[src/design/assert_macros.svh]
// Assertion macros used by the parser design file.
`ifndef ASSERT_MACROS_SVH
`define ASSERT_MACROS_SVH
`ifndef SYNTHESIS
`define APC_ASSERT_NOW(lbl, clk, rst_n, ante, cons, msg) \
	lbl: assert property (@(posedge clk) disable iff (!rst_n) (ante) |-> (cons)) \
		else $error(msg);
`define APC_ASSERT_NEXT(lbl, clk, rst_n, ante, cons, msg) \
	lbl: assert property (@(posedge clk) disable iff (!rst_n) (ante) |=> (cons)) \
		else $error(msg);
`else
`define APC_ASSERT_NOW(lbl, clk, rst_n, ante, cons, msg)
`define APC_ASSERT_NEXT(lbl, clk, rst_n, ante, cons, msg)
`endif
`endif

[src/design/apc_pkg.sv]
// Types and character constants of the graphics command parser.
package apc_pkg;

	localparam int KEY_INDEX_W = 5;

	localparam logic [7:0] CH_ESC   = 8'h1b;
	localparam logic [7:0] CH_US    = 8'h5f;
	localparam logic [7:0] CH_G     = 8'h47;
	localparam logic [7:0] CH_SEMI  = 8'h3b;
	localparam logic [7:0] CH_COMMA = 8'h2c;
	localparam logic [7:0] CH_EQ    = 8'h3d;
	localparam logic [7:0] CH_BSL   = 8'h5c;
	localparam logic [7:0] CH_A     = 8'h61;
	localparam logic [7:0] CH_T     = 8'h74;
	localparam logic [7:0] CH_M     = 8'h6d;
	localparam logic [7:0] CH_SPACE = 8'h20;
	localparam logic [7:0] CH_TAB   = 8'h09;
	localparam logic [7:0] CH_CR    = 8'h0d;
	localparam logic [7:0] CH_PLUS  = 8'h2b;
	localparam logic [7:0] CH_MINUS = 8'h2d;
	localparam logic [7:0] CH_ZERO  = 8'h30;
	localparam logic [7:0] CH_NINE  = 8'h39;

	localparam logic [15:0] COUNT_MAX = 16'hffff;

	typedef enum logic [2:0] {
		PH_SEARCH,
		PH_ESC,
		PH_US,
		PH_KEYS,
		PH_PAYLOAD,
		PH_TERM,
		PH_DRAIN
	} phase_t;

	typedef enum logic [1:0] {
		SEG_KEY,
		SEG_AFTER_KEY,
		SEG_VALUE,
		SEG_SKIP
	} seg_t;

	typedef enum logic [1:0] {
		NUM_LEAD,
		NUM_SIGN,
		NUM_DIGITS,
		NUM_DONE
	} num_step_t;

	typedef enum logic [2:0] {
		KIND_KEY     = 3'd0,
		KIND_VALUE   = 3'd1,
		KIND_PAYLOAD = 3'd2,
		KIND_OK      = 3'd3,
		KIND_ERR     = 3'd4
	} kind_t;

	typedef struct packed {
		num_step_t   step;
		logic        negative;
		logic        has_digit;
		logic [31:0] value;
	} m_num_t;

	typedef struct packed {
		logic [7:0] in_byte;
		logic       end_of_buffer;
	} apc_in_t;

	typedef struct packed {
		logic [2:0]             kind;
		logic [7:0]             token_byte;
		logic [KEY_INDEX_W-1:0] key_index;
		logic [7:0]             action_code;
		logic                   more_chunks;
		logic [15:0]            parsed_total;
		logic [15:0]            error_total;
	} apc_out_t;

endpackage

[src/design/apc_stream_if.sv]
// Valid/ready stream interface that carries one payload per transaction.
interface apc_stream_if #(
	parameter type payload_t = logic
);
	logic     valid;
	logic     ready;
	payload_t payload;

	modport source (output valid, output payload, input ready);
	modport sink (input valid, input payload, output ready);
endinterface

[src/design/apc_graphics_command_parser_core.sv]
// Top level of the graphics command parser: input register, parser step and result register.
//
//  channel  | role   | payload
//  ---------+--------+---------------------------------------------------------
//  bytes    | sink   | in_byte, end_of_buffer
//  tokens   | source | kind, token_byte, key_index, action_code, more_chunks,
//           |        | parsed_total, error_total
//
// One byte per cycle unless tokens stalls; a byte's result is offered from the
// result register. The parse state is a handful of small registers updated once
// per byte. Reset clears the parse state and both counters; no clearing pass is
// needed. A stalled tokens channel holds the result register and, once the input
// register is full, back-pressures bytes through the same cycle.
module apc_graphics_command_parser_core #(
	parameter int MAX_KEY_ENTRIES = 32,
	parameter int PAYLOAD_BYTES   = 4096,
	parameter int VALUE_BYTES     = 16
) (
	input logic         clk,
	input logic         arst_n,
	apc_stream_if.sink   bytes,
	apc_stream_if.source tokens
);
	import apc_pkg::*;

	apc_in_t  item_s1;
	logic     item_vld_s1;
	apc_out_t res_s2;
	logic     res_vld_s2;
	apc_out_t res;
	logic     res_vld;
	logic     fire;
	logic     take;

	assign fire = item_vld_s1 && (!res_vld_s2 || tokens.ready);
	assign take = bytes.valid && bytes.ready;
	assign bytes.ready = !item_vld_s1 || fire;

	apc_parser #(
		.MAX_KEY_ENTRIES(MAX_KEY_ENTRIES),
		.PAYLOAD_BYTES(PAYLOAD_BYTES),
		.VALUE_BYTES(VALUE_BYTES)
	) u_parser (
		.clk(clk),
		.arst_n(arst_n),
		.fire(fire),
		.item(item_s1),
		.res_vld(res_vld),
		.res(res)
	);

	always_ff @(posedge clk or negedge arst_n) begin
		if (!arst_n) begin
			item_vld_s1 <= 1'b0;
			res_vld_s2 <= 1'b0;
		end else begin
			if (take) item_vld_s1 <= 1'b1;
			else if (fire) item_vld_s1 <= 1'b0;
			if (fire) res_vld_s2 <= res_vld;
			else if (tokens.ready) res_vld_s2 <= 1'b0;
		end
	end

	always_ff @(posedge clk) begin
		if (take) item_s1 <= bytes.payload;
		if (fire) res_s2 <= res;
	end

	assign tokens.valid = res_vld_s2;
	assign tokens.payload = res_s2;

endmodule

[src/design/apc_parser.sv]
// Parser state and the combinational step that turns one byte into at most one result.
`include "assert_macros.svh"
module apc_parser #(
	parameter int MAX_KEY_ENTRIES = 32,
	parameter int PAYLOAD_BYTES   = 4096,
	parameter int VALUE_BYTES     = 16
) (
	input  logic              clk,
	input  logic              arst_n,
	input  logic              fire,
	input  apc_pkg::apc_in_t  item,
	output logic              res_vld,
	output apc_pkg::apc_out_t res
);
	import apc_pkg::*;

	localparam int KW = $clog2(MAX_KEY_ENTRIES + 1);
	localparam int VW = $clog2(VALUE_BYTES);
	localparam int PW = $clog2(PAYLOAD_BYTES);
	localparam logic [KW-1:0] KEYS_MAX  = KW'(MAX_KEY_ENTRIES);
	localparam logic [KW-1:0] KEY_ONE   = KW'(1);
	localparam logic [VW-1:0] VAL_LIMIT = VW'(VALUE_BYTES - 1);
	localparam logic [VW-1:0] VAL_ONE   = VW'(1);
	localparam logic [PW-1:0] PAY_LIMIT = PW'(PAYLOAD_BYTES - 1);
	localparam logic [PW-1:0] PAY_ONE   = PW'(1);

	phase_t      phase_q, phase_m, phase_n;
	logic [KW-1:0] keys_q, keys_m, keys_n;
	seg_t        seg_q, seg_m, seg_n;
	logic [VW-1:0] vlen_q, vlen_m, vlen_n;
	logic [PW-1:0] plen_q, plen_m, plen_n;
	logic [7:0]  act_q, act_m, act_n;
	logic        act_found_q, act_found_m, act_found_n;
	logic        m_seen_q, m_seen_m, m_seen_n;
	logic        m_cur_q, m_cur_m, m_cur_n;
	logic [7:0]  cur_key_q, cur_key_m, cur_key_n;
	m_num_t      num_q, num_m, num_n;
	logic [15:0] parsed_q, parsed_n;
	logic [15:0] errors_q, errors_n;

	logic        tok;
	kind_t       tok_kind;
	logic        early;
	logic        ok;
	logic        verdict;
	logic [7:0]  b;
	logic        last;

	function automatic m_num_t feed_number(m_num_t cur, logic [7:0] ch);
		m_num_t r;
		logic   go;
		logic   digit;
		r = cur;
		go = 1'b0;
		digit = (ch >= CH_ZERO) && (ch <= CH_NINE);
		case (cur.step)
			NUM_LEAD: begin
				if (ch == CH_SPACE || (ch >= CH_TAB && ch <= CH_CR)) begin
					go = 1'b0;
				end else if (ch == CH_PLUS) begin
					r.step = NUM_SIGN;
				end else if (ch == CH_MINUS) begin
					r.negative = 1'b1;
					r.step = NUM_SIGN;
				end else begin
					go = 1'b1;
				end
			end
			NUM_SIGN, NUM_DIGITS: go = 1'b1;
			default: go = 1'b0;
		endcase
		if (go) begin
			if (digit) begin
				r.value = (cur.value << 3) + (cur.value << 1) + 32'(ch - CH_ZERO);
				r.has_digit = 1'b1;
				r.step = NUM_DIGITS;
			end else begin
				r.step = NUM_DONE;
			end
		end
		return r;
	endfunction

	assign b    = item.in_byte;
	assign last = item.end_of_buffer;

	// Effect of the byte on the parse state, before the verdict and end-of-buffer rules.
	always_comb begin
		phase_m = phase_q;
		keys_m = keys_q;
		seg_m = seg_q;
		vlen_m = vlen_q;
		plen_m = plen_q;
		act_m = act_q;
		act_found_m = act_found_q;
		m_seen_m = m_seen_q;
		m_cur_m = m_cur_q;
		cur_key_m = cur_key_q;
		num_m = num_q;
		tok = 1'b0;
		tok_kind = KIND_KEY;
		early = 1'b0;
		ok = 1'b0;
		unique case (phase_q)
			PH_SEARCH: begin
				if (b == CH_ESC) phase_m = PH_ESC;
			end
			PH_ESC: begin
				if (b == CH_US) phase_m = PH_US;
				else if (b != CH_ESC) phase_m = PH_SEARCH;
			end
			PH_US: begin
				if (b == CH_G) begin
					phase_m = PH_KEYS;
					seg_m = SEG_KEY;
				end else if (b == CH_ESC) begin
					phase_m = PH_ESC;
				end else begin
					phase_m = PH_SEARCH;
				end
			end
			PH_KEYS: begin
				if (b == CH_SEMI) begin
					phase_m = PH_PAYLOAD;
				end else if (b == CH_ESC) begin
					phase_m = PH_TERM;
				end else if (b == CH_COMMA) begin
					if (seg_q == SEG_KEY) early = 1'b1;
					else seg_m = SEG_KEY;
				end else if (seg_q == SEG_KEY) begin
					if (keys_q >= KEYS_MAX) begin
						early = 1'b1;
					end else begin
						tok = 1'b1;
						tok_kind = KIND_KEY;
						keys_m = keys_q + KEY_ONE;
						cur_key_m = b;
						seg_m = SEG_AFTER_KEY;
						vlen_m = '0;
						m_cur_m = (b == CH_M) && !m_seen_q;
						if ((b == CH_M) && !m_seen_q) m_seen_m = 1'b1;
					end
				end else if (seg_q == SEG_AFTER_KEY) begin
					seg_m = (b == CH_EQ) ? SEG_VALUE : SEG_SKIP;
				end else if (seg_q == SEG_VALUE) begin
					if (vlen_q < VAL_LIMIT) begin
						tok = 1'b1;
						tok_kind = KIND_VALUE;
						if (vlen_q == '0 && cur_key_q == CH_A && !act_found_q && b != 8'h00) begin
							act_m = b;
							act_found_m = 1'b1;
						end
						if (m_cur_q) num_m = feed_number(num_q, b);
						vlen_m = vlen_q + VAL_ONE;
					end
				end
			end
			PH_PAYLOAD: begin
				if (b == CH_ESC) begin
					phase_m = PH_TERM;
				end else if (plen_q < PAY_LIMIT) begin
					tok = 1'b1;
					tok_kind = KIND_PAYLOAD;
					plen_m = plen_q + PAY_ONE;
				end else begin
					early = 1'b1;
				end
			end
			PH_TERM: begin
				early = 1'b1;
				ok = (b == CH_BSL);
			end
			default: ;
		endcase
	end

	assign verdict = early || (last && phase_q != PH_DRAIN);

	// Verdict bookkeeping and the clear at the last byte of a buffer.
	always_comb begin
		phase_n = verdict ? PH_DRAIN : phase_m;
		keys_n = keys_m;
		seg_n = seg_m;
		vlen_n = vlen_m;
		plen_n = plen_m;
		act_n = act_m;
		act_found_n = act_found_m;
		m_seen_n = m_seen_m;
		m_cur_n = m_cur_m;
		cur_key_n = cur_key_m;
		num_n = num_m;
		parsed_n = parsed_q;
		errors_n = errors_q;
		if (verdict) begin
			if (ok) begin
				if (parsed_q != COUNT_MAX) parsed_n = parsed_q + 16'd1;
			end else begin
				if (errors_q != COUNT_MAX) errors_n = errors_q + 16'd1;
			end
		end
		if (last) begin
			phase_n = PH_SEARCH;
			keys_n = '0;
			seg_n = SEG_KEY;
			vlen_n = '0;
			plen_n = '0;
			act_n = CH_T;
			act_found_n = 1'b0;
			m_seen_n = 1'b0;
			m_cur_n = 1'b0;
			cur_key_n = 8'h00;
			num_n = '0;
		end
	end

	always_comb begin
		res_vld = verdict || tok;
		res = '0;
		res.parsed_total = parsed_n;
		res.error_total = errors_n;
		if (verdict) begin
			res.kind = ok ? KIND_OK : KIND_ERR;
			res.action_code = act_m;
			res.more_chunks = num_m.has_digit &&
				(num_m.negative ? (num_m.value == 32'hffff_ffff) : (num_m.value == 32'd1));
		end else begin
			res.kind = tok_kind;
			res.token_byte = b;
			if (tok_kind == KIND_KEY) res.key_index = KEY_INDEX_W'(keys_q);
			else if (tok_kind == KIND_VALUE) res.key_index = KEY_INDEX_W'(keys_q - KEY_ONE);
		end
	end

	always_ff @(posedge clk or negedge arst_n) begin
		if (!arst_n) begin
			phase_q <= PH_SEARCH;
			keys_q <= '0;
			seg_q <= SEG_KEY;
			vlen_q <= '0;
			plen_q <= '0;
			act_q <= CH_T;
			act_found_q <= 1'b0;
			m_seen_q <= 1'b0;
			m_cur_q <= 1'b0;
			cur_key_q <= 8'h00;
			num_q <= '0;
			parsed_q <= '0;
			errors_q <= '0;
		end else if (fire) begin
			phase_q <= phase_n;
			keys_q <= keys_n;
			seg_q <= seg_n;
			vlen_q <= vlen_n;
			plen_q <= plen_n;
			act_q <= act_n;
			act_found_q <= act_found_n;
			m_seen_q <= m_seen_n;
			m_cur_q <= m_cur_n;
			cur_key_q <= cur_key_n;
			num_q <= num_n;
			parsed_q <= parsed_n;
			errors_q <= errors_n;
		end
	end

	`APC_ASSERT_NOW(a_keys_bounded, clk, arst_n, 1'b1, keys_q <= KEYS_MAX, "key count beyond limit")
	`APC_ASSERT_NEXT(a_idle_holds, clk, arst_n, !fire, $stable(phase_q) && $stable(parsed_q), "state moved without a transaction")
	`APC_ASSERT_NEXT(a_verdict_drains, clk, arst_n, fire && verdict, phase_q == PH_DRAIN || phase_q == PH_SEARCH, "parser kept going after a verdict")
	`APC_ASSERT_NEXT(a_counters_grow, clk, arst_n, 1'b1, parsed_q >= $past(parsed_q) && errors_q >= $past(errors_q), "counter went down")

endmodule
[src/flat_wrapper.sv]
// flat-port wrapper written by rule: the top's interface ports become plain ports
module apc_graphics_command_parser_core_flat import apc_pkg::*;
#(
	parameter int MAX_KEY_ENTRIES = 32,
	parameter int PAYLOAD_BYTES   = 4096,
	parameter int VALUE_BYTES     = 16
)
  (clk, arst_n, bytes_valid, bytes_payload, bytes_ready, tokens_valid, tokens_payload, tokens_ready);
  apc_stream_if bytes_i ();
  apc_stream_if tokens_i ();
  input logic clk;
  input logic arst_n;
  input wire logic [$bits(bytes_i.valid)-1:0] bytes_valid;
  input wire logic [$bits(bytes_i.payload)-1:0] bytes_payload;
  output wire logic [$bits(bytes_i.ready)-1:0] bytes_ready;
  output wire logic [$bits(tokens_i.valid)-1:0] tokens_valid;
  output wire logic [$bits(tokens_i.payload)-1:0] tokens_payload;
  input wire logic [$bits(tokens_i.ready)-1:0] tokens_ready;
  assign bytes_i.valid = bytes_valid;
  assign bytes_i.payload = bytes_payload;
  assign bytes_ready = bytes_i.ready;
  assign tokens_valid = tokens_i.valid;
  assign tokens_payload = tokens_i.payload;
  assign tokens_i.ready = tokens_ready;
  apc_graphics_command_parser_core #(.MAX_KEY_ENTRIES(MAX_KEY_ENTRIES), .PAYLOAD_BYTES(PAYLOAD_BYTES), .VALUE_BYTES(VALUE_BYTES)) u_core (.clk(clk), .arst_n(arst_n), .bytes(bytes_i), .tokens(tokens_i));
endmodule
[config.mk]
export PLATFORM = sky130hd
export DESIGN_NAME = apc_graphics_command_parser_core_flat
export DESIGN_NICKNAME = d
export VERILOG_FILES = /design/src/design/apc_pkg.sv /design/src/design/apc_stream_if.sv /design/src/design/apc_graphics_command_parser_core.sv /design/src/design/apc_parser.sv /design/src/flat_wrapper.sv
export VERILOG_INCLUDE_DIRS = /design/src /design/src/design
export SDC_FILE = /design/constraint.sdc
export NUM_CORES = 1
export LEC_CHECK = 0
export ABC_CLOCK_PERIOD_IN_PS = 1900
export BUFFER_PORTS_ARGS = -buffer_cell sky130_fd_sc_hd__buf_2
export CORE_AREA = 4 4 50 52
export CTS_CLUSTER_SIZE = 16
export DETAILED_ROUTE_END_ITERATION = 7
export DIE_AREA = 0 0 54 56
export PLACE_DENSITY = 0.7
export SYNTH_ARGS = -nofsm -noshare
export SYNTH_HDL_FRONTEND = slang
export SYNTH_SLANG_ARGS = --single-unit
export TNS_END_PERCENT = 1
[constraint.sdc]
create_clock -name clk -period 1.9 [get_ports clk]
set_input_delay 0.57 -clock clk [delete_from_list [all_inputs] [get_ports clk]]
set_output_delay 0.57 -clock clk [all_outputs]
set_load 0.02 [all_outputs]
# After elaboration in Yosys (flattened, before gate mapping)
# Cells that the tools add are included.
# totals
reg_bits,47
in_bits,5
mem_count,0
latch_bits,0
romBits,0
wordCells,101
out_inout_bits,3
mem_bits_rw,0
# op_classes
div_mod_pow,0
n_bitwise,0
shift,0
addsub,4
n_eq_ne,17
n_mul,0
muxes,39
n_reduce_logical,28
n_lt_le_gt_ge,3
# ops
op,n
12-bit 2-to-1 mux,3
16-bit 2-to-1 mux,2
4-bit 2-to-1 mux,7
6-bit 2-to-1 mux,4
16-bit by 1-bit adder with 16-bit output (second input constant),1
16-bit != test (second input constant),1
1-bit 2-to-1 mux,13
12-bit by 1-bit adder with 12-bit output (second input constant),1
12-bit less-than comparator (second input constant),1
2-bit nonzero test,6
2-bit 2-to-1 mux,5
3-bit 2-to-1 mux,3
3-bit by 2-bit != test with 1-bit output (second input constant),3
3-bit nonzero test,3
4-bit by 3-bit != test with 1-bit output (second input constant),2
4-bit AND reduction,2
7-bit nonzero test,1
6-bit by 1-bit adder with 6-bit output (second input constant),1
3-bit by 2-bit == test with 1-bit output (second input constant),2
3-bit == test (second input constant),2
6-bit greater-or-equal comparator (second input constant),1
6-bit AND reduction,1
5-bit AND reduction,1
4-bit by 1-bit adder with 4-bit output (second input constant),1
16 further kinds,24

# Depth between registers and ports, before layout
# Gate-level depths: netlist (run 1).
# depth
word_depth,8
depth_mapped,6
depth_no_buf,6

# By module
# Synthesis (run 1) repeated with hierarchy kept, for this count alone.
# hier_totals
cells_unflattened,1087
hier_area_um2,9610.5
# by_module_without_submodules
mod,instances,cells_per_inst,area_each_um2,seq_area_each_um2
apc_parser,1,1075,9440.3,2857.7
apc_graphics_command_parser_core,1,12,170.2,110.1

# Worst setup path after synthesis (run 1)
# Ideal clock, no wire load.
# synth_path
path_kind,input port to flip-flop
start,input tokens_ready
end,register u_core.u_parser.errors_q[1]
setup_ps,125
required_ps,1775
arrival_time_ps,1655
path_slack_ps,120
cell_stages,4
n_path_buf,0
path_cell_list,nor2b_4 -> or3_2 -> a21oi_1 -> mux2_2
# synth_via
elab_chain_len,2
# synth_lines
element,line_no,rtl
start: declaration,flat_wrapper.sv:18,input wire logic [$bits(tokens_i.ready)-1:0] tokens_ready;
1-bit logical OR,apc_graphics_command_parser_core.sv:35,assign fire = item_vld_s1 && (!res_vld_s2 || tokens.ready);
1-bit logical AND,apc_graphics_command_parser_core.sv:35,
end signal: assignment,apc_parser.sv:262,errors_q <= errors_n;
end: declaration,apc_parser.sv:39,"logic [15:0] errors_q, errors_n;"
# No other way between the ends.
# A chain may end at the register's enable or synchronous reset.

# Worst setup path after layout (run 1)
# layout_path
start,"register u_core.res_vld_s2, in the netlist u_core.tokens.valid"
end,output bytes_ready
# layout_via
elab_chain_len,4
# layout_lines
element,line_no,rtl
start: declaration,apc_graphics_command_parser_core.sv:29,logic res_vld_s2;
start signal: assignment,apc_graphics_command_parser_core.sv:59,if (fire) res_vld_s2 <= res_vld;
1-bit zero test,apc_graphics_command_parser_core.sv:35,
1-bit logical OR,apc_graphics_command_parser_core.sv:35,
1-bit logical AND,apc_graphics_command_parser_core.sv:35,
1-bit logical OR,apc_graphics_command_parser_core.sv:37,assign bytes.ready = !item_vld_s1 || fire;
end: declaration,flat_wrapper.sv:15,output wire logic [$bits(bytes_i.ready)-1:0] bytes_ready;
# No other way between the ends.

==> flow_summary.yaml, run 1 <==
sta:
  max_freq_mhz: 554.0
  slew_headroom_pct: 67.18
  timing.final.crit_share_pct: 95.00
  setup_violations: 0
  worst_slew_pin_slew_ns: 0.4878
  skew_ns: 0.01550
  drv_slew: 0
  rsz0062_at_grt: "false"
  fin_tns_setup_ns: 0
  hold_viol: 0
  fin_crit_ns: 1.805
clock_tree:
  cts_root_buffer: "clkbuf_4"
  numClockSinks: 21
  cts_tree: "built"
  clk_pin_slew_ns: 0.12
  clockBufferDepth: 2
  h-tree-depth: 1
  cts_made_buffers: 3
  post_cts_buffers: 0
  clk_latency_ns: 0.31
  hold_buffers: 0
yosys:
  synth_area_leaders: "dfrtp_1 (49%), xnor2_1 (9.9%), edfxtp_1 (6.2%), xor2_1 (4.5%), nand2_1 (3.9%)"
  syn_area_per_cell_um2: 11.29
  synth_area_um2: 970.9
  yosys_warnings: 0
  yosysTopAreaCell: "dfrtp_1"
  yosys.cell_types.count: 28
  synth_cells: 86
  synth_seq_area_share_pct: 55.15
  synth_top_area_share_pct: 48.97
  ys_ff_latch: 21
  synth.net_count: 92
routing:
  drt_iter0_markers: 8
  wire_per_inst_um: 12.15
  ant_nets: 0
  viasPerCell: 5.117
  route.detailed.drc: 0
  drt_wl_total_mm: 1.555
  vias: 655
  first_pass_iters: 4
worst_setup_path:
  critPathArrivalTime_ns: 1.24
  crit_type: "reg2out"
  cp.required_ns: 1.33
  path_cells: "nor2b_4, buf_4, nand2_1, buf_2"
  end_kind: "output port"
  cp.buffers_inverters: 2
  cp_max_fo: 4
  cp_top_family: "flip-flops"
  critPathMaxStageDelay_ns: 0.40
  crit_start: "u_core.tokens.valid"
  r2r_start: "u_core.tokens.valid"
  cpMaxStageDelayCell: "dfrtp_1"
  start_kind: "flip-flop"
finish:
  multiInputGateArea_um2: 437.9
  insertedDiodeCount: 0
  register_area_um2: 536.8
  fin_util_pct: 52.17
  area_growth_pct: 13.14
  layout-drive-gt1-share_pct: 25.00
  num-fill-cells: 183
  nets: 107
run:
  cap_violations: 0
global_route:
  grt_overflow: 0
  grt_max_degree: 20
  grt.total_usage_pct: 13.55
  grt_pass1_vias: 678
  antenna_found_initial: 0
  grt_pass1_wl_mm: 3.049
power_and_ir_drop:
  power.leakage_uw: 0.0004426
  p_per_area_nw_per_um2: 899.4
  ir_worst_vdd_v: 0.0008229
placement:
  gp_congestion: 0.7578
  dp_hpwl_mm: 1.192
  portBuffers: 7
hold_path:
  worstHoldPathType: "in2async"
floorplanning:
  core-area_um2: 2106
  rows: 17
  die_h_um: 56
  io_pins: 8
  die_area_um2: 3024
  die_x_um: 54
  start_util_pct: 46.11
status:
  status: "finished clean"
layer usage:
layer | GRT usage [%] | wire, µm
met3 | 4.021 | 51
met4 | 6.406 | 30
met5 | 0 | 0
met2 | 19.20 | 751
met1 | 18.49 | 720
registers in the layout, summed over array words and instances, names as in the netlist:
name                      cells
u_core.u_parser.errors_q     16
u_core.item_s1                1
u_core.item_vld_s1            1
u_core.tokens.payload         1
u_core.tokens.valid           1
u_core.u_parser.phase_q       1
synth_stat cells:
| library cell | number |
|---|---|
| nor4_1 | 3 |
| and2_1 | 2 |
| or4_4 | 1 |
| nand3_1 | 5 |
| o21a_1 | 1 |
| nor2b_4 | 1 |
| or3_2 | 1 |
| nand2b_1 | 1 |
| nor2_1 | 3 |
| nand4_1 | 4 |
| o21bai_1 | 1 |
| nand2_2 | 1 |
| a21oi_1 | 1 |
| ha_1 | 1 |
| nand2_1 | 10 |
| o21ai_1 | 1 |
| or2_2 | 2 |
| xor2_1 | 5 |
| edfxtp_1 | 2 |
| inv_1 | 1 |
| nor3_1 | 4 |
| nor3b_1 | 1 |
| nor3_2 | 1 |
| mux2_2 | 1 |
| xnor2_1 | 11 |
| dfrtp_1 | 19 |
| and2b_2 | 1 |
| or3b_1 | 1 |
cell usage in the layout, fill, tap and decap left out:
| cell type | count |
|---|---|
| inv_1 | 1 |
| ha_1 | 1 |
| or2_2 | 2 |
| o21bai_1 | 1 |
| nand2_2 | 1 |
| o21ai_1 | 1 |
| buf_2 | 7 |
| a21oi_1 | 1 |
| nor2b_4 | 1 |
| or3b_1 | 1 |
| o21a_1 | 1 |
| nand4_1 | 4 |
| nor2_1 | 3 |
| nand3_1 | 5 |
| dfrtp_2 | 1 |
| clkbuf_4 | 3 |
| mux2_2 | 1 |
| and2_1 | 2 |
| nand2b_1 | 1 |
| nor4_2 | 1 |
| nand2_1 | 10 |
| xnor2_1 | 11 |
| xor2_1 | 5 |
| buf_4 | 3 |
| and2b_2 | 1 |
| or3_2 | 1 |
| nor3_1 | 4 |
| dfrtp_1 | 18 |
| or4_4 | 1 |
| edfxtp_1 | 2 |
| nor3b_1 | 1 |
| nor4_1 | 2 |
| nor3_2 | 1 |
| clkinv_2 | 1 |
repair_timing:
item	4_1_cts	5_1_grt
resized for setup	0	2
endpoints found under the setup margin	0	5
endpoints found under the hold margin	0	0
report_power, final:
group / switching (µW) / internal (µW)
Combinational: 79.2 / 89.6
Sequential: 79.0 / 531
Clock: 131 / 78.5
Total: 289 / 699
per-stage QoR:
| stage | std cells | total power, µW | setup WS, ns | instance area (µm²) | hold WS [ns] |
|---|---|---|---|---|---|
| floorplan | 86 | 722.2 | 0.1202 | 970.9 | 0.2744 |
| global placement | 124 | 769.8 | 0.008158 | 1064 | 0.4585 |
| detailed placement | 124 | 783.3 | -0.03373 | 1064 | 0.4770 |
| CTS | 128 | 993.0 | 0.08927 | 1091 | 0.1811 |
| global route | 128 | 1060 | 0.004218 | 1099 | 0.1880 |
| finish | 128 | 988.0 | 0.09496 | 1099 | 0.1669 |
kinds of logic after synthesis:
group                    share of synthesized area, %
XOR/XNOR                                        14.43
AO/OA/AOI/OAI                                   2.577
flip-flops                                      55.16
buffers and inverters                          0.3862
multiplexers                                    1.160
adder cells (fa/ha/maj)                         1.288
AND/OR/NAND/NOR                                 25.00
final timing paths:
| path | cells past startpoint | end | slack [ns] |
|---|---|---|---|
| setup / recovery | 4 | bytes_ready | 0.09 |
| hold reg to reg | 1 | u_core.u_parser.errors_q[15] | 0.49 |
| max in group asynchronous | 1 | u_core.u_parser.errors_q[0] | 1.42 |
| setup reg to reg | 4 | u_core.u_parser.errors_q[1] | 0.16 |
| min in group clk | 1 | u_core.item_s1[0] | 0.43 |
| hold / removal | 1 | u_core.u_parser.errors_q[6] | 0.17 |
final cells by class:
cell class / instances / share of cell area (%)
Clock inverter: 1 / 0.4556
Tap cell: 28 / 3.189
Inverter: 1 / 0.3417
Clock buffer: 3 / 2.050
Timing Repair Buffer: 10 / 5.239
Sequential cell: 21 / 48.86
Multi-Input combinational cell: 64 / 39.86
(Power assumes the default switching activity.)
==> run 2: changes to the inputs <==
--- a/config.mk
+++ b/config.mk
@@ -8,11 +8,13 @@
 export LEC_CHECK = 0
 export ABC_CLOCK_PERIOD_IN_PS = 1900
 export BUFFER_PORTS_ARGS = -buffer_cell sky130_fd_sc_hd__buf_2
-export CORE_AREA = 4 4 50 52
+export CELL_PAD_IN_SITES_DETAIL_PLACEMENT = 0
+export CELL_PAD_IN_SITES_GLOBAL_PLACEMENT = 1
+export CORE_AREA = 4 4 52 54
 export CTS_CLUSTER_SIZE = 16
 export DETAILED_ROUTE_END_ITERATION = 7
-export DIE_AREA = 0 0 54 56
-export PLACE_DENSITY = 0.7
+export DIE_AREA = 0 0 56 58
+export PLACE_DENSITY = 0.77
 export SYNTH_ARGS = -nofsm -noshare
 export SYNTH_HDL_FRONTEND = slang
 export SYNTH_SLANG_ARGS = --single-unit
==> run 2 against run 1 <==
Effect of this change:
- non-clock buffer count up 2
- worst setup slack worse by 0.0016 ns
- combinational power rose by 18%
- count of clock-buffer cells in the layout up 1
- utilization down 1.9 points
- sequential share of layout area decreased by 0.66 points
- global-route usage shrank 1.7 points
- fmax is essentially flat
- critical path depth unchanged
- first-iteration DRC count grew 63%
- die area grew 7.4%
- largest power group unchanged
==> flow_summary.yaml, run 2 (synthesis results as in run 1) <==
status:
  status: "finished clean"
floorplanning:
  rows: 17
  io_pins: 8
  die_x_um: 56
  die_area_um2: 3248
  core-area_um2: 2212
  die_h_um: 58
  start_util_pct: 43.89
clock_tree:
  cts_root_buffer: "clkbuf_4"
  clk_latency_ns: 0.31
  h-tree-depth: 1
  hold_buffers: 0
  cts_tree: "built"
  clk_pin_slew_ns: 0.13
  clockBufferDepth: 2
  cts_made_buffers: 3
  numClockSinks: 21
power_and_ir_drop:
  power.leakage_uw: 0.0004508
  switching_share_pct: 29.39
  fin_total_pwr_uw: 1014
  combPwrFrac_pct: 19.7
  p_per_area_nw_per_um2: 912.6
  power_switching_uw: 298.0
  ir_worst_vdd_v: 0.0006447
  clock_power_share_pct: 22.3
  intPower_uw: 715.9
  seq_power_share_pct: 58.0
worst_setup_path:
  critPathMaxStageDelay_ns: 0.39
  critPathArrivalTime_ns: 1.24
  start_kind: "flip-flop"
  cp_max_fo: 4
  crit_type: "reg2out"
  end_kind: "output port"
  cp.required_ns: 1.33
  cpMaxStageDelayCell: "dfrtp_1"
  path_cells: "nor2b_4, buf_4, nand2_1, buf_2"
global_route:
  grt_overflow: 0
  grt_pass1_vias: 646
  grt_pass1_wl_mm: 2.939
  grt.total_usage_pct: 11.81
  grt_max_degree: 20
  antenna_found_initial: 0
finish:
  layout-drive-gt1-share_pct: 24.51
  regMostFlops: "u_core.u_parser.errors_q"
  layout_commonest_cell: "dfrtp_1"
  nets: 109
  largest_reg_flops: 16
  area_growth_pct: 14.43
  layout_common_cells: "dfrtp_1 (19), xnor2_1 (11), nand2_1 (10), buf_2 (7)"
  num-fill-cells: 208
  insertedDiodeCount: 0
  final_cells: 130
sta:
  fin_crit_ns: 1.807
  skew_ns: 0.008317
  max_freq_mhz: 553.5
  worst_slew_pin_slew_ns: 0.5106
  setup_violations: 0
  hold_viol: 0
  drv_slew: 0
  fin_tns_setup_ns: 0
  timing.final.crit_share_pct: 95.09
  rsz0062_at_grt: "true"
  slew_headroom_pct: 65.64
  fin_hold_ws_ns: 0.1708
placement:
  portBuffers: 7
  gp_congestion: 0.7376
  dp.cells: 126
  dp_hpwl_mm: 1.220
routing:
  wire_per_inst_um: 12.62
  drt_wl_total_mm: 1.641
  drt_iter0_markers: 13
  first_pass_iters: 3
  viasPerCell: 5.015
  vias: 652
  route.detailed.drc: 0
  ant_nets: 0
run:
  cap_violations: 0
hold_path:
  worstHoldPathType: "in2async"
## run 2: metrics by stage
step	setup slack [ns]	util, %	cell area, µm²
final	0.09331	50.23	1111
after global routing	-0.004550	50.23	1111
after CTS	0.07659	49.94	1105
after detailed placement	-0.05222	48.76	1079
after global placement	-0.01125	48.76	1079
after floorplan	0.1202	-	970.9
## run 2: critical path, delay by kind of cell, from the launching register on
family / cells / cell delay (ns)
buffers and inverters: 2 / 0.31
DFF: 1 / 0.39
and+or+nand+nor: 2 / 0.23
## run 2: what timing repair did
action / CTS / global route
resized for setup: 0 / 1
buffers inserted: 0 / 0
endpoints found under the setup margin: 0 / 2
## run 2: power by group through the flow
stage               clock (µW)  combinational (µW)  sequential [µW]
CTS                        231                 201              588
global route               254                 225              603
global placement             0                 196              595
detailed placement           0                 200              598
finish                     226                 200              588
floorplan                    0                 113              609
## run 2: final cells by class
| cell class | count | area [µm²] | share of cell area, % |
|---|---|---|---|
| inverters | 1 | 3.754 | 0.3378 |
| flip-flops and latches | 21 | 535.5 | 48.20 |
| clock buffers | 4 | 26.28 | 2.365 |
| well taps | 28 | 35.03 | 3.153 |
| multi-input cells | 64 | 437.9 | 39.41 |
| repair buffers | 12 | 72.57 | 6.532 |
## run 2: path summary, 6_finish.rpt
check	endpoint	cells after the start	slack (ns)	from
worst min-delay path	u_core.u_parser.errors_q[7]	1	0.17	arst_n
max in group asynchronous	u_core.item_vld_s1	1	1.43	arst_n
worst min register to register	u_core.u_parser.errors_q[15]	1	0.48	u_core.u_parser.errors_q[15]
min in group clk	u_core.item_s1[0]	1	0.44	bytes_payload
worst max-delay path	bytes_ready	4	0.09	u_core.tokens.valid
worst max register to register	u_core.u_parser.errors_q[3]	6	0.17	u_core.tokens.valid
## run 2: metal layers
layer | vias up | global-route usage, % | routed length, µm
li1 | 336 | - | -
met1 | 306 | 15.28 | 848
met2 | 6 | 17.03 | 719
met3 | 4 | 3.563 | 35
met4 | 0 | 7.797 | 38
met5 | - | 0 | 0
==> run 3: changes to the inputs <==
--- a/config.mk
+++ b/config.mk
@@ -10,12 +10,13 @@
 export BUFFER_PORTS_ARGS = -buffer_cell sky130_fd_sc_hd__buf_2
 export CELL_PAD_IN_SITES_DETAIL_PLACEMENT = 0
 export CELL_PAD_IN_SITES_GLOBAL_PLACEMENT = 1
-export CORE_AREA = 4 4 52 54
+export CORE_AREA = 4 4 144 146
 export CTS_CLUSTER_SIZE = 16
 export DETAILED_ROUTE_END_ITERATION = 7
-export DIE_AREA = 0 0 56 58
-export PLACE_DENSITY = 0.77
+export DIE_AREA = 0 0 148 150
+export PLACE_DENSITY = 0.85
 export SYNTH_ARGS = -nofsm -noshare
 export SYNTH_HDL_FRONTEND = slang
+export SYNTH_HIERARCHICAL = 1
 export SYNTH_SLANG_ARGS = --single-unit
 export TNS_END_PERCENT = 1
==> run 3 against run 2 <==
Effect of this change:
- the flow now finishes with violations (negative setup slack)
- critical path depth grew 7
- first-iteration DRC count grew to 8.5 times the previous value
- synthesized cell count grew to 3.8 times the previous value
- die area grew to 6.8 times the previous value
- routed wire length grew to 3.7 times the previous value
- highest routed layer unchanged
- fmax shrank 30%
==> flow_summary.yaml, run 3 <==
clock_tree:
  numClockSinks: 47
  clockBufferDepth: 2
  cts_root_buffer: "clkbuf_16"
  h-tree-depth: 2
  clk_pin_slew_ns: 0.07
  hold_buffers: 0
  cts_made_buffers: 5
  cts_tree: "built"
  clk_latency_ns: 0.28
worst_setup_path:
  path_cells: "ha_2, nand2_2, or4_4, nand2b_4, a21boi_4, o22ai_2, a21oi_2, o21a_2, mux2_4, nor2_2, nor2_1"
  reg2reg_slack_ns: -0.68
  cp_max_fo: 5
  critPathMaxStageDelay_ns: 0.52
  worstSetupPathDepth: 11
  cp.required_ns: 2.08
  cp.buffers_inverters: 0
  crit_type: "reg2reg"
  r2r_cells: 11
  critPathArrivalTime_ns: 2.75
  cpMaxStageDelayCell: "or4_4"
  cp_top_family: "simple AND/OR/NAND/NOR gates"
  end_kind: "flip-flop"
  start_kind: "flip-flop"
routing:
  ant_nets: 0
  drt_iter0_markers: 111
  wire_per_inst_um: 9.281
  vias: 2341
  route.detailed.drc: 0
  first_pass_iters: 4
  viasPerCell: 3.590
  drt_wl_total_mm: 6.051
yosys:
  syn_area_per_cell_um2: 8.804
  synth_cells: 329
  yosys_warnings: 6
  synth_area_um2: 2897
placement:
  pre_cts_slack_ns: -0.7504
  portBuffers: 7
  dp_hpwl_mm: 4.516
  gp_congestion: 0.7984
run:
  cap_violations: 0
finish:
  area_growth_pct: 35.12
  insertedDiodeCount: 0
  layout-drive-gt1-share_pct: 28.17
  layout_commonest_cell: "buf_4"
  nets: 401
  layout_common_cells: "buf_4 (56), dfrtp_1 (44), nor2_1 (32), nand2_1 (28), conb_1 (19)"
  regMostFlops: "u_core/u_parser/errors_q"
  largest_reg_flops: 16
  fin_util_pct: 20.18
  reg_top3: "u_core/u_parser/errors_q (16), u_core/u_parser/plen_q (12), u_core/u_parser/keys_q (6)"
power_and_ir_drop:
  p_per_area_nw_per_um2: 960.9
  power.leakage_uw: 0.001737
  ir_worst_vdd_v: 0.0003518
sta:
  fin_ws_ns: -0.6761
  timing.final.crit_share_pct: 135.6
  max_freq_mhz: 388.2
  slew_headroom_pct: 65.62
  fin_crit_ns: 2.576
  fin_hold_ws_ns: 0.2665
  setup_violations: 38
  skew_ns: 0.006992
  hold_viol: 0
  drv_slew: 0
  worst_slew_pin_slew_ns: 0.5157
  rsz0062_at_grt: "true"
status:
  status: "finished, violations left"
  violations: "negative setup slack"
floorplanning:
  die_h_um: 150
  die_x_um: 148
  core-area_um2: 19400
  io_pins: 8
  rows: 51
  start_util_pct: 14.93
  die_area_um2: 22200
global_route:
  grt_max_degree: 46
  grt_pass1_vias: 2336
  grt_overflow: 0
  grt.total_usage_pct: 5.739
  antenna_found_initial: 0
  grt_pass1_wl_mm: 10.87
hold_path:
  worstHoldPathType: "in2async"
## run 3: worst reg2reg max path: stages (launching register included)
cell and delay (ns):
dfrtp_1 0.36, ha_2 0.19, nand2_2 0.05, or4_4 0.52, nand2b_4 0.16, a21boi_4 0.16
o22ai_2 0.10, a21oi_2 0.26, o21a_2 0.24, mux2_4 0.32, nor2_2 0.07, nor2_1 0.04
## run 3: area by class of cell
class                           instances  area (µm²)
Tap cell                              265       331.6
Multi-Input combinational cell        255        1708
Clock buffer                            7       132.6
Timing Repair Buffer                   64       475.5
Clock inverter                          1       30.03
Inverter                               13       48.80
Fill cell                            2134       15480
Sequential cell                        47        1187
## run 3: through the flow
stage | setup TNS (ns) | cells | power (µW) | area (µm²)
floorplan | -11.51 | 347 | 2191 | 3003
global placement | -14.12 | 642 | 2659 | 3645
detailed placement | -16.31 | 642 | 2691 | 3645
CTS | -14.53 | 651 | 3750 | 3852
global route | -18.39 | 652 | 4037 | 3914
finish | -13.75 | 652 | 3761 | 3914
## run 3: final timing paths
check,startpoint,endpoint
worst max-delay path,u_core/u_parser/plen_q[0],u_core/u_parser/errors_q[1]
worst min-delay path,arst_n,u_core/u_parser/errors_q[7]
worst max register to register,u_core/u_parser/plen_q[0],u_core/u_parser/errors_q[1]
worst min register to register,u_core/u_parser/errors_q[10],u_core/u_parser/errors_q[10]
max in group asynchronous,arst_n,u_core/u_parser/phase_q[1]
min in group clk,bytes_payload,u_core/item_s1[0]
## run 3: where the power goes
group	switching (µW)	internal [µW]	total, µW
logic	748	732	1480
registers	121	1180	1300
clock network	360	622	982
total	1230	2530	3760
## run 3: what timing repair did
item,4_1_cts,5_1_grt
setup endpoints to repair,42,43
resized for setup,10,18
buffers inserted,1,1
hold endpoints to repair,0,0
pin swaps,9,5
## run 3: metal layers
| metal | part of all wire (%) | routed length, µm | vias up | track usage [%] |
|---|---|---|---|---|
| li1 | - | - | 1203 | - |
| met1 | 48 | 2929 | 1106 | 7.654 |
| met2 | 48 | 2913 | 28 | 9.500 |
| met3 | 1.4 | 83 | 4 | 0.7571 |
| met4 | 2.0 | 124 | 0 | 2.125 |
| met5 | 0 | 0 | - | 0 |
